### src/sv/ds22_pkg.sv
// Shared types and constants of the 2x2 averaging downsampler.
`default_nettype none
package ds22_pkg;

    localparam int PIX_W   = 16;
    localparam int SUM_W   = PIX_W + 1;   // sum of one pixel pair
    localparam int TOT_W   = PIX_W + 2;   // sum of four pixels
    localparam int CNT_W   = 2;           // valid pixels in a pair
    localparam int N_W     = 3;           // valid pixels in a block

    localparam int CFG_WIDTH_W = 13;
    localparam int CFG_IDX_W   = 2;
    localparam int CFG_DATA_W  = 16;

    localparam logic [CFG_IDX_W-1:0] REG_IN_WIDTH     = 2'd0;
    localparam logic [CFG_IDX_W-1:0] REG_SKIP_INVALID = 2'd1;
    localparam logic [CFG_IDX_W-1:0] REG_INVALID_CODE = 2'd2;

    localparam logic [CFG_WIDTH_W-1:0] RST_IN_WIDTH     = 13'd640;
    localparam logic                   RST_SKIP_INVALID = 1'b0;
    localparam logic [PIX_W-1:0]       RST_INVALID_CODE = 16'd0;

    localparam int QUEUE_DEPTH = 4;

    // floor(x/3) = (x * DIV3_MUL) >> DIV3_SHIFT, exact for x < 2**TOT_W
    localparam int DIV3_SHIFT = TOT_W + 2;
    localparam int DIV3_W     = DIV3_SHIFT - 1;
    localparam logic [DIV3_W-1:0] DIV3_MUL = DIV3_W'(((64'd1 << DIV3_SHIFT) + 64'd2) / 64'd3);
    localparam int PROD_W     = TOT_W + DIV3_W;

    typedef struct packed {
        logic [CFG_WIDTH_W-1:0] in_width;
        logic                   skip_invalid;
        logic [PIX_W-1:0]       invalid_code;
    } t_cfg;

    typedef struct packed {
        logic [CNT_W-1:0] cnt;
        logic [SUM_W-1:0] sum;
    } t_entry;

    typedef struct packed {
        logic   is_read;   // odd row: read store and emit
        logic   last;
        t_entry pair;
    } t_cmd;

endpackage
`default_nettype wire

### src/sv/ds22_front.sv
// Front end: raster position tracking, pair sums and store commands.
`default_nettype none
module ds22_front #(
    parameter int MAX_WIDTH = 4096
) (
    input  wire                        i_clk,
    input  wire                        i_rst_n,
    input  wire  ds22_pkg::t_cfg       i_cfg,
    input  wire                        i_valid,
    output logic                       o_ready,
    input  wire  [ds22_pkg::PIX_W-1:0] i_pixel,
    input  wire                        i_frame_start,
    input  wire                        i_full,
    output logic                       o_push,
    output ds22_pkg::t_cmd             o_cmd,
    output logic [$clog2(MAX_WIDTH/2)-1:0] o_idx
);

    localparam int CW  = $clog2(MAX_WIDTH);
    localparam int WLW = CW + 1;
    localparam int AW  = $clog2(MAX_WIDTH / 2);
    localparam int EXW = (ds22_pkg::CFG_WIDTH_W > WLW) ? ds22_pkg::CFG_WIDTH_W : WLW;

    logic [CW-1:0]              r_col;
    logic                       r_odd;
    logic [ds22_pkg::PIX_W-1:0] r_left;

    logic                       accept;
    logic [EXW-1:0]             w_ext;
    logic [WLW-1:0]             w_eff;
    logic [CW-1:0]              pairs;
    logic [CW-1:0]              col;
    logic                       odd;
    logic [CW-2:0]              half;
    logic                       in_pair;
    logic [WLW-1:0]             col_inc;
    logic                       wrap;
    logic                       left_ok;
    logic                       pix_ok;

    assign o_ready = !i_full;
    assign accept  = i_valid && o_ready;

    always_comb begin
        w_ext = EXW'(i_cfg.in_width);
        if (w_ext > EXW'(MAX_WIDTH)) begin
            w_eff = WLW'(MAX_WIDTH);
        end else if (w_ext == '0) begin
            w_eff = WLW'(1);
        end else begin
            w_eff = WLW'(w_ext);
        end
        pairs   = w_eff[WLW-1:1];
        col     = i_frame_start ? '0 : r_col;
        odd     = i_frame_start ? 1'b0 : r_odd;
        half    = col[CW-1:1];
        in_pair = ({1'b0, half} < pairs);
        col_inc = {1'b0, col} + 1'b1;
        wrap    = (col_inc >= w_eff);

        left_ok = (r_left != i_cfg.invalid_code);
        pix_ok  = (i_pixel != i_cfg.invalid_code);

        o_cmd.is_read = odd;
        o_cmd.last    = ({1'b0, half} == pairs - 1'b1);
        if (i_cfg.skip_invalid) begin
            o_cmd.pair.sum = (left_ok ? {1'b0, r_left} : '0)
                           + (pix_ok ? {1'b0, i_pixel} : '0);
            o_cmd.pair.cnt = {1'b0, left_ok} + {1'b0, pix_ok};
        end else begin
            o_cmd.pair.sum = {1'b0, r_left} + {1'b0, i_pixel};
            o_cmd.pair.cnt = 2'd2;
        end
        o_idx  = AW'(half);
        o_push = accept && col[0] && in_pair;
    end

    always_ff @(posedge i_clk) begin
        if (!i_rst_n) begin
            r_col  <= '0;
            r_odd  <= 1'b0;
            r_left <= '0;
        end else if (accept) begin
            if (!col[0]) begin
                r_left <= i_pixel;
            end
            r_col <= wrap ? '0 : col_inc[CW-1:0];
            r_odd <= wrap ? !odd : odd;
        end
    end

endmodule
`default_nettype wire

### config.mk
export PLATFORM = sky130hd
export DESIGN_NAME = ds22_front
export DESIGN_NICKNAME = d
export VERILOG_FILES = /design/src/sv/ds22_pkg.sv /design/src/sv/ds22_front.sv
export SDC_FILE = /design/constraint.sdc
export NUM_CORES = 1
export LEC_CHECK = 0
export BUFFER_PORTS_ARGS = -buffer_cell sky130_fd_sc_hd__buf_2
export CORE_UTILIZATION = 50
export CTS_CLUSTER_DIAMETER = 100
export DETAILED_ROUTE_END_ITERATION = 16
export GPL_TIMING_DRIVEN = 0
export HOLD_SLACK_MARGIN = 0.06
export PLACE_DENSITY = 0.73
export SETUP_SLACK_MARGIN = 0.4
export SLEW_MARGIN = 10
export SYNTH_ARGS = -nofsm -noshare
export SYNTH_HDL_FRONTEND = slang
export SYNTH_SLANG_ARGS = --single-unit
### constraint.sdc
create_clock -name i_clk -period 4.4 [get_ports i_clk]
set_input_delay 0.22 -clock i_clk [delete_from_list [all_inputs] [get_ports i_clk]]
set_output_delay 0.22 -clock i_clk [all_outputs]
set_load 0.01 [all_outputs]
==> qor.txt <==
Status: finished, final reports clean
Final Hold Vio Count: 0
Final min period: 3.88 ns
DRT Wirelength: 13,900 µm
Hold WS: 0.234 ns
# DRC: 0
Antenna Nets Post-Route: 0
Largest net degree at the start of global routing: 11
I/O pin cnt: 85
Die height: 99.7 µm
Rows: 35
Worst clock skew: 0.0143 ns
Crit path from: r_left[1]
Arrival time worst endpoint: 3.66 ns
Max stage delay on crit path: 0.39 ns
Tcrit/Tclk final: 88.1%
Commonest non-fill, non-tap cells in the layout: buf_2 (84), nand2_1 (68), ha_1 (58)
Most common flop cell mapped by yosys: dfxtp_1
Clk_lat worst skew: 0.29 ns
CP required: 4.18 ns
Post-synthesis sequential area ratio: 12.2%
Core Area: 0.00924 mm²
Post-route cell area: 0.00557 mm²
Full die area: 0.00995 mm²
Mapped cell area: 0.00478 mm²
Cell Chain, Critical Path: xor2_1 -> nor4_2 -> nand4_1 -> buf_4 -> clkbuf_2 -> and2_1 -> ha_1 -> o21a_1 -> o21ai_1 -> a211oi_2 -> buf_4 -> o31a_1 -> o2111ai_1 -> buf_2
Sink Count: 29
Nets: 842
MaxCap Viol Count: 0
CP max FO: 10
Warnings, synthesis: 0
Iteration-0 DRC Markers: 248
Area growth syn-to-layout: 16.7%
Worst Reg-to-Reg Cells: 14
Vias in the first global route: 4,845
Levels on crit path: 14
First-pass GRT wire length: 22,600 µm
Max-slew headroom: 59.3%
Reg-to-reg endpoint: r_col[6]
Final core occ: 60.3%
Kind of critical path: flop to output pin
CTS H-tree depth: 2
Routed vias: 5,041
Mapped Cells: 634
FFs w/ async S/R, synth: 0%
Chip width: 99.7 µm
Final setup vio count: 0
DP Area: 0.00534 mm²
Syn_area_per_cell: 7.53 µm²
TritonCTS buffer count: 5
Starting density of the core: 51.7%
Worst hold path type: primary input to flop
Leading area contributor after synthesis: ha_1
Fmax: 0.258 GHz
R2r setup slk: 0.69 ns
Syn nets: 746
Worst R2R Start: r_col[0]
Clock transition at the registers of the reported paths: 0.06 ns
Buf/Inv on CP: 4
CP endpoint: o_cmd[15]
CTS Buffer Depth: 2
#FFs+latches synth: 29
Commonest non-fill, non-tap cell in the layout: buf_2
Routability cong.: 0.962
Setup TNS: 0 ns
EDFF count, synth: 0
IO buf count: 81
GRT overflow: 0
Design Power: 0.000922 W
Max-slew violations: 0
Final HPWL DP: 11,500 µm
Ranking of synthesized cells by area: ha_1 (15%), dfxtp_1 (12%), xor2_1 (9.4%)
Worst-Margin Slew: 0.610 ns
Leak: 2.59 nW
Gr usage total: 28.5%
Synth cell types: 69
Slowest-stage cell, CP: ha_1
Mean routed wirelength per cell: 16.2 µm
RSZ-0062 raised after global routing: true
Via density: 5.85
Most frequent CP cell: buf_4
Worst setup SP type: flop
P per Cell Area: 165 mW/mm²
Initial antenna violation count: 0
Delay-heaviest family, CP: compound AO/OA/AOI/OAI gates
Worst vdd ir: 165 µV
DR pass1 iterations: 5
Root buffer cell: clkbuf_8
CTS tree: yes
CP endpoint kind: output pin
Top cell type's share of synthesized area: 15.5%
Fraction of layout cells with a size suffix above 1: 18.2%
==> worst min path at each step <==
stage / slack [ns] / startpoint / cells after the start / end
final: 0.23 / i_pixel[13] / 3 / r_left[13]
after global routing: 0.24 / i_pixel[6] / 3 / r_left[6]
after CTS: 0.23 / i_pixel[12] / 3 / r_left[12]
after detailed placement: 0.46 / r_col[8] / 1 / r_col[8]
after global placement: 0.44 / r_col[8] / 1 / r_col[8]
after floorplan: 0.35 / i_pixel[5] / 2 / r_left[5]
==> cells in the mapped netlist (3+ instances only) <==
| library cell | n |
|---|---|
| clkbuf_1 | 18 |
| nor2b_1 | 11 |
| a211oi_1 | 10 |
| dfxtp_1 | 29 |
| a21o_1 | 15 |
| xnor2_1 | 21 |
| or4_1 | 3 |
| a31oi_1 | 5 |
| nand2_1 | 68 |
| a21boi_0 | 18 |
| nand4_1 | 9 |
| o211ai_1 | 7 |
| buf_2 | 3 |
| ha_1 | 59 |
| o21ai_0 | 31 |
| a21oi_1 | 37 |
| nand2b_1 | 14 |
| o221ai_1 | 5 |
| a2bb2oi_1 | 3 |
| nor4_1 | 9 |
| o21a_1 | 6 |
| and3_1 | 7 |
| xor2_1 | 51 |
| mux2i_1 | 7 |
| nor3_1 | 14 |
| a221oi_1 | 3 |
| and2_1 | 34 |
| nor2_1 | 34 |
| nand3_1 | 14 |
| inv_1 | 24 |
| a32o_1 | 11 |
| o21bai_1 | 4 |
==> logic make-up after synthesis <==
group	count (synthesis)	share of synthesized area, %
AND/OR/NAND/NOR	234	26.1
AO/OA/AOI/OAI	179	26.1
XOR/XNOR	72	13.2
adder cells (fa/ha/maj)	61	16.3
buffers and inverters	50	4.24
flip-flops	29	12.2
multiplexers	9	1.94
==> sequential cells by signal, indices dropped and copies added (netlist names) <==
register  flops
r_left       16
r_col        12
r_odd         1
==> layout make-up <==
cell class	instances	area, µm²
diodes	1	2.50
plain buffers	25	111
clock buffers	5	68.8
clock inverters	3	17.5
fillers	877	3670
inverters	25	93.8
multi-input cells	555	4070
flip-flops and latches	29	581
well taps	129	161
repair buffers	89	465
==> power breakdown <==
part	total, W	switching, W	internal (W)
combinational	0.000423	0.000245	0.000177
sequential	0.000281	0.0000111	0.000270
clock	0.000218	0.000109	0.000109
==> layer usage <==
| metal | up-vias | GRT usage [%] | wire (µm) |
|---|---|---|---|
| met4 | 0 | 8.60 | 271 |
| li1 | 2512 | - | - |
| met5 | - | 0 | 0 |
| met3 | 22 | 3.51 | 656 |
| met2 | 143 | 51.5 | 6810 |
| met1 | 2364 | 35.2 | 6200 |
==> worst register-to-register path, stage by stage, from the launching register on <==
cell and delay (ns):
dfxtp_1 0.36, nor2b_2 0.29, ha_1 0.26, nand4_1 0.11, nor2_1 0.16, and3_1 0.21
and3_1 0.21, xnor2_1 0.17, ha_1 0.29, a21o_1 0.18, a21o_1 0.16, a21oi_1 0.43
and3_1 0.22, clkbuf_1 0.36, a32o_1 0.24
==> per-stage QoR <==
stage / setup WS, ns / instances
CTS: 0.409 / 855
detailed placement: 0.257 / 844
floorplan: 1.19 / 634
finish: 0.522 / 861
global route: 0.328 / 860
global placement: 0.340 / 844
==> repair_timing <==
item | CTS | global route
gates resized for setup | 4 | 18
pin swaps | 1 | 6
endpoints found under the setup margin | 10 | 18
setup buffers | 3 | 5
hold buffers | 0 | 0
No activity file was read; power rests on OpenSTA's default activity.
