File: config.mk
export PLATFORM = sky130hd
export DESIGN_NAME = ds22_fifo
export DESIGN_NICKNAME = d
export VERILOG_FILES = /design/src/sv/ds22_fifo.sv
export SDC_FILE = /design/constraint.sdc
export NUM_CORES = 1
export LEC_CHECK = 0
export ABC_AREA = 1
export BUFFER_PORTS_ARGS = -buffer_cell sky130_fd_sc_hd__buf_2
export CAP_MARGIN = 30
export CORE_ASPECT_RATIO = 2
export CORE_MARGIN = 2
export CORE_UTILIZATION = 44
export CTS_CLUSTER_DIAMETER = 40
export DETAILED_ROUTE_END_ITERATION = 6
export HOLD_SLACK_MARGIN = 0.02
export SETUP_SLACK_MARGIN = 0.4
export SLEW_MARGIN = 20
export SYNTH_ARGS = -nofsm -noshare
export SYNTH_HDL_FRONTEND = slang
export SYNTH_SLANG_ARGS = --single-unit
export TNS_END_PERCENT = 100
File: constraint.sdc
create_clock -name i_clk -period 1.99 [get_ports i_clk]
set_input_delay 0.4975 -clock i_clk [delete_from_list [all_inputs] [get_ports i_clk]]
set_output_delay 0.4975 -clock i_clk [all_outputs]
set_load 0.005 [all_outputs]
File: src/sv/ds22_fifo.sv
// Small register queue between the front and the back.
`default_nettype none
module ds22_fifo #(
    parameter int WIDTH = 8,
    parameter int DEPTH = 4
) (
    input  wire              i_clk,
    input  wire              i_rst_n,
    input  wire              i_push,
    input  wire  [WIDTH-1:0] i_data,
    input  wire              i_pop,
    output logic             o_full,
    output logic             o_valid,
    output logic [WIDTH-1:0] o_data
);

    localparam int PW = (DEPTH > 1) ? $clog2(DEPTH) : 1;
    localparam int CW = $clog2(DEPTH + 1);

    logic [WIDTH-1:0] r_mem [DEPTH];
    logic [PW-1:0]    r_wr_ptr;
    logic [PW-1:0]    r_rd_ptr;
    logic [CW-1:0]    r_count;

    assign o_full  = (r_count == CW'(DEPTH));
    assign o_valid = (r_count != '0);
    assign o_data  = r_mem[r_rd_ptr];

    always_ff @(posedge i_clk) begin
        if (i_push) begin
            r_mem[r_wr_ptr] <= i_data;
        end
    end

    always_ff @(posedge i_clk) begin
        if (!i_rst_n) begin
            r_wr_ptr <= '0;
            r_rd_ptr <= '0;
            r_count  <= '0;
        end else begin
            if (i_push) begin
                r_wr_ptr <= (r_wr_ptr == PW'(DEPTH - 1)) ? '0 : r_wr_ptr + 1'b1;
            end
            if (i_pop) begin
                r_rd_ptr <= (r_rd_ptr == PW'(DEPTH - 1)) ? '0 : r_rd_ptr + 1'b1;
            end
            if (i_push && !i_pop) begin
                r_count <= r_count + 1'b1;
            end else if (!i_push && i_pop) begin
                r_count <= r_count - 1'b1;
            end
        end
    end

endmodule
`default_nettype wire

==> results of run 1 <==
[per-layer routing]
| layer | vias to the layer above | wire length [µm] | track usage, % |
|---|---|---|---|
| met1 | 512 | 995 | 14.9 |
| met5 | - | 0 | 0 |
| met2 | 25 | 1690 | 26.6 |
| met3 | 8 | 124 | 5.00 |
| li1 | 530 | - | - |
| met4 | 0 | 85 | 9.49 |
[area by class of cell]
| cell class | count | area, µm² | share of cell area [%] |
|---|---|---|---|
| Sequential cell | 41 | 1150 | 58.0 |
| Inverter | 16 | 67.6 | 3.41 |
| Multi-Input combinational cell | 77 | 454 | 22.9 |
| Timing Repair Buffer | 25 | 139 | 7.01 |
| Clock buffer | 6 | 93.8 | 4.74 |
| Clock inverter | 2 | 16.3 | 0.821 |
| Tap cell | 49 | 61.3 | 3.10 |
[cells in the mapped netlist, drive strengths merged]
cell type,n,area share (%)
nor2,25,6.0
o22ai,8,3.0
a21oi,3,0.91
ha,6,4.5
o21ai,19,6.2
inv,16,3.6
fa,1,1.2
dfxtp,9,11
nor3,3,0.91
edfxtp,32,58
buf,2,1.4
nand3,1,0.30
xor2,1,0.53
nand4,1,0.38
nand2,9,2.0
[registers in the layout, indices dropped and copies added (netlist names), named ones only]
signal    count
r_mem        32
r_count       3
r_rd_ptr      2
r_wr_ptr      2
[metrics by stage]
stage / hold WS (ns) / area, µm²
after global routing: 0.403 / 1980
after CTS: 0.400 / 1960
after detailed placement: 0.537 / 1810
after floorplan: 0.490 / 1650
after global placement: 0.499 / 1810
final: 0.412 / 1980
[report_power, final]
group | leakage [µW] | internal, µW | switching (µW) | total (µW)
logic | 0.000369 | 92.2 | 121 | 213
clock network | 0.0000525 | 325 | 285 | 609
registers | 0.000370 | 970 | 34.0 | 1000
[logic make-up after synthesis]
family	count (synthesis)	share of synthesized area (%)
compound gates	30	10.1
xor+xnor	1	0.530
fa+ha+maj	7	5.75
buf+inv	18	4.99
flops	41	69.0
simple gates	39	9.61
[path summary, 6_finish.rpt]
path	endpoint	slack (ns)	from	cells past startpoint
worst min register to register	r_wr_ptr[1]	0.54	r_wr_ptr[1]	2
worst min-delay path	r_mem[3][3]	0.41	i_data[3]	1
worst max-delay path	o_data[6]	0.30	flop	4
worst max register to register	r_mem[3][2]	0.70	r_wr_ptr[0]	3
[what timing repair did]
action                                  4_1_cts  5_1_grt
endpoints found under the setup margin        8        9
buffers inserted                              1        1
pin swaps                                     8        6
gates cloned                                  1        0
endpoints found under the hold margin         0        0
gates resized for setup                      19        5
==> metrics.yaml, run 1 <==
power:
  p_per_area_nw_per_um2: 922
  p_leak_uw: 0.000792
  power.total_uw: 1830
  peakVddDrop_mv: 0.564
timing:
  period_share_pct: 84.8
  final.setup.tns_ns: 0
  period_minus_slack_ns: 1.69
  setup_viol: 0
  relSlewSlack_pct: 73.8
  slew_viol_final: 0
  rsz0062_at_grt: "yes"
  max_slew.worst_pin.slew_ns: 0.393
  fmax_ghz: 0.593
  skew_ns: 0.00604
  hold_viol_final: 0
  fin_ws_ns: 0.302
global_route:
  grt_max_degree: 17
  grt_antenna_before_repair: 0
  grt_pass1_vias: 1096
  grt_overflow_total: 0
  gr-usage-all-layers_pct: 15.7
  grt_pass1_wl_mm: 4.73
logic_synthesis:
  synth-seq-cells: 41
  syn_inst: 136
  syn_area_per_cell_um2: 12.2
  synth_cell_types: 19
  syn_nets: 155
  ys_seq_area_share_pct: 69.0
  ys_warn_count: 0
  syn_area_um2: 1650
placement:
  port-buffer-count: 21
  gp_congestion: 0.767
  hpwl_mm: 2.01
  dp_cells: 205
  dpl_worst_slack_ns: 0.214
drt:
  route.detailed.drc: 0
  avgViaCountPerCell: 4.98
  finalWirelength_mm: 2.89
  ant_nets: 0
  detail_route.wl_per_cell_um: 13.4
  via_count: 1075
  drt_iter0_drc: 37
  firstDrtPassIters: 4
layout:
  area_growth_pct: 19.7
  final_common_cell: "edfxtp_1"
  nFillCells: 341
  layout-drive-gt1-share_pct: 28.7
  num-nets-final: 185
  layoutNonFillerInstCount: 216
  utilization_pct: 54.9
  n_antenna_cell: 0
  final_cell_mix: "edfxtp_1, nor2_1, buf_2, inv_1, nand2_1"
critical_path:
  critPathTopFamily: "flip-flops"
  cp-end-kind: "output port"
  slowest_stage: "dfxtp_4"
  critPathMaxFanout: 6
  cp_data_required_time_ns: 1.49
  cp_slowest_stage_delay_ns: 0.40
  crit_arrival_ns: 1.19
  crit_type: "flop to output port"
  crit_path_start_kind: "flop"
  path_buf_inv: 2
  path_cells: "buf_6 -> o21ai_2 -> o22ai_1 -> buf_2"
die:
  die_h_um: 90.7
  ios: 22
  chipWidth_um: 47.4
  die-area_um2: 4300
  core_region_area_um2: 3610
  start_util_pct: 45.9
  rows: 31
flow_run:
  cap_violations: 0
cts:
  hold_buffers: 0
  h-tree-depth: 2
  cts_tree: "yes"
  numCtsBuffers: 5
  cts.reportedPaths.clkPinSlew_ns: 0.08
  cts_root_buffer: "clkbuf_8"
  cts.path.max_buffers: 2
  clk_latency_ns: 0.29
  cts_num_sinks: 41
outcome:
  status: "finished, final reports clean"
worst_hold_path:
  worstHoldPathType: "input pin to flop"
(Power assumes the default switching activity.)
==> inputs of run 2 (changes only) <==
Clock period 1.99 ns to 1.7 ns, I/O delays scaled along.
==> metrics.yaml, run 2 (same netlist as run 1, synthesis figures left out) <==
outcome:
  status: "finished, final reports clean"  # unchanged
cts:
  cts.reportedPaths.clkPinSlew_ns: 0.07  # was 0.08 ns
  cts_root_buffer: "clkbuf_8"  # unchanged
  numCtsBuffers: 5  # unchanged
  hold_buffers: 0  # unchanged
  cts_num_sinks: 41  # unchanged
  cts_tree: "yes"  # unchanged
  clk_latency_ns: 0.28  # was 0.29 ns
  h-tree-depth: 2  # unchanged
  cts.path.max_buffers: 2  # unchanged
drt:
  ant_nets: 0  # unchanged
  detail_route.wl_per_cell_um: 13.6  # was 13.4 µm
  avgViaCountPerCell: 4.81  # was 4.98
  drt_iter0_drc: 20  # was 37
  finalWirelength_mm: 3.00  # was 2.89 mm
  firstDrtPassIters: 4  # unchanged
  route.detailed.drc: 0  # unchanged
  via_count: 1059  # was 1075
layout:
  area_growth_pct: 28.6  # was 19.7%
  ff_latch_area_um2: 1160  # was 1150 µm²
  layout-drive-gt1-share_pct: 41.5  # was 28.7%
  n_antenna_cell: 0  # unchanged
  multi_input_area_um2: 487  # was 454 µm²
  final_cell_mix: "edfxtp_1, nor2_1, buf_2"  # was edfxtp_1, nor2_1, buf_2, inv_1, nand2_1
  nFillCells: 316  # was 341
  num-nets-final: 189  # was 185
  top_register: "r_mem"  # unchanged
  final_common_cell: "edfxtp_1"  # unchanged
  layoutNonFillerInstCount: 220  # was 216
  largest_register_ffs: 32  # unchanged
  fin_area_um2: 2130  # was 1980 µm²
  largestRegisters: "r_mem (32), r_count (3)"  # unchanged
critical_path:
  crit_type: "flop to output port"  # unchanged
  critPathTopFamily: "flip-flops"  # unchanged
  crit_arrival_ns: 1.18  # was 1.19 ns
  cp-end-kind: "output port"  # unchanged
  crit_path_start_kind: "flop"  # unchanged
  critPathMaxFanout: 16  # was 6
  slowest_stage: "dfxtp_4"  # unchanged
  path_buf_inv: 2  # unchanged
  cp_data_required_time_ns: 1.27  # was 1.49 ns
  cp_slowest_stage_delay_ns: 0.38  # was 0.40 ns
  path_cells: "inv_6 -> nor2_1 -> o22ai_1 -> buf_2"  # was buf_6 -> o21ai_2 -> o22ai_1 -> buf_2
power:
  p_per_area_nw_per_um2: 1120  # was 922 nW/µm²
  peakVddDrop_mv: 0.816  # was 0.564 mV
  p_leak_uw: 0.000810  # was 0.000792 µW
global_route:
  grt_max_degree: 17  # unchanged
  gr-usage-all-layers_pct: 15.4  # was 15.7%
  grt_overflow_total: 0  # unchanged
  grt_pass1_vias: 1050  # was 1096
  grt_pass1_wl_mm: 4.68  # was 4.73 mm
  grt_util_met1_pct: 16.5  # was 14.9%
  grt-busiest-layer: "met2"  # unchanged
  grt_util_met3_pct: 4.60  # was 5.00%
  grt_antenna_before_repair: 0  # unchanged
  grt_use_met2_pct: 26.0  # was 26.6%
flow_run:
  cap_violations: 0  # unchanged
die:
  chipWidth_um: 47.4  # unchanged
  rows: 31  # unchanged
  core_region_area_um2: 3610  # unchanged
  start_util_pct: 45.9  # unchanged
  die-area_um2: 4300  # unchanged
  die_h_um: 90.7  # unchanged
  ios: 22  # unchanged
worst_hold_path:
  worstHoldPathType: "input pin to flop"  # unchanged
timing:
  skew_ns: 0.00388  # was 0.00604 ns
  period_minus_slack_ns: 1.61
  final.setup.tns_ns: 0  # unchanged
  slew_viol_final: 0  # unchanged
  setup_viol: 0  # unchanged
  rsz0062_at_grt: "yes"  # unchanged
  fmax_ghz: 0.622
  max_slew.worst_pin.slew_ns: 0.213  # was 0.393 ns
  fin_ws_ns: 0.0910  # was 0.302 ns
  hold_viol_final: 0  # unchanged
  period_share_pct: 94.6
  relSlewSlack_pct: 85.8  # was 73.8%
placement:
  dp_cells: 207  # was 205
  gp_congestion: 0.784  # was 0.767
  post_dp_cell_area_um2: 1850  # was 1810 µm²
  port-buffer-count: 21  # unchanged
  dpl_worst_slack_ns: 0.0829  # was 0.214 ns
  hpwl_mm: 2.08  # was 2.01 mm
-- run 2: cell types whose count changed in the layout (fill, tap and decap cells not counted), moves of 3 or more --
cell        delta
buf_6          +4
clkinvlp_4     +3
dfxtp_1        -5
dfxtp_2        +4
inv_1          -8
inv_2          +3
o21ai_1        +3
-- run 2: power by group --
group | switching, µW | total [µW] | internal, µW | leakage (µW)
combinational | 176 | 322 | 146 | 0.000370
sequential | 32.1 | 1170 | 1140 | 0.000372
clock | 309 | 892 | 583 | 0.0000681
-- run 2: final timing paths --
check | from | endpoint | slack (ns) | cells after the start
setup / recovery | flop | o_data[7] | 0.09 | 4
hold / removal | i_data[1] | r_mem[0][1] | 0.35 | 1
setup reg to reg | r_count[1] | r_count[2] | 0.43 | 8
hold reg to reg | r_wr_ptr[1] | r_wr_ptr[1] | 0.53 | 2
-- run 2: layout make-up --
type / count / area share (%)
Multi-Input combinational cell: 77 / 22.9
Clock inverter: 3 / 3.06
Sequential cell: 41 / 54.4
Inverter: 16 / 4.65
Tap cell: 49 / 2.88
Clock buffer: 5 / 3.24
Timing Repair Buffer: 29 / 8.88
-- run 2: repair_timing --
| item | in CTS | in global routing |
|---|---|---|
| setup endpoints to repair | 19 | 43 |
| resized for setup | 23 | 24 |
| pin swaps | 4 | 12 |
| endpoints found under the hold margin | 0 | 0 |
| setup buffers | 2 | 2 |
| cloned | 1 | 0 |
-- run 2: worst reg2reg max path, cell delays in order (launching register included) --
cell     delay (ns)
dfxtp_2        0.34
buf_6          0.12
fa_2           0.40
inv_2          0.07
nand2_2        0.05
nand3_2        0.06
nand2_1        0.05
inv_1          0.05
nor2_1         0.04
-- run 2: per-layer routing --
metal	vias up	wire (µm)
li1	538	-
met1	491	1110
met2	22	1690
met3	8	120
met4	0	81
met5	-	0
-- run 2: stage by stage --
step | util [%] | total power (µW) | hold WS (ns)
2_1_floorplan | - | 1340 | 0.490
3_3_place_gp | 51.3 | 1440 | 0.501
3_5_place_dp | 51.3 | 1450 | 0.527
4_1_cts | 56.9 | 2370 | 0.343
5_1_grt | 59.0 | 2490 | 0.337
6_report | 59.0 | 2390 | 0.353
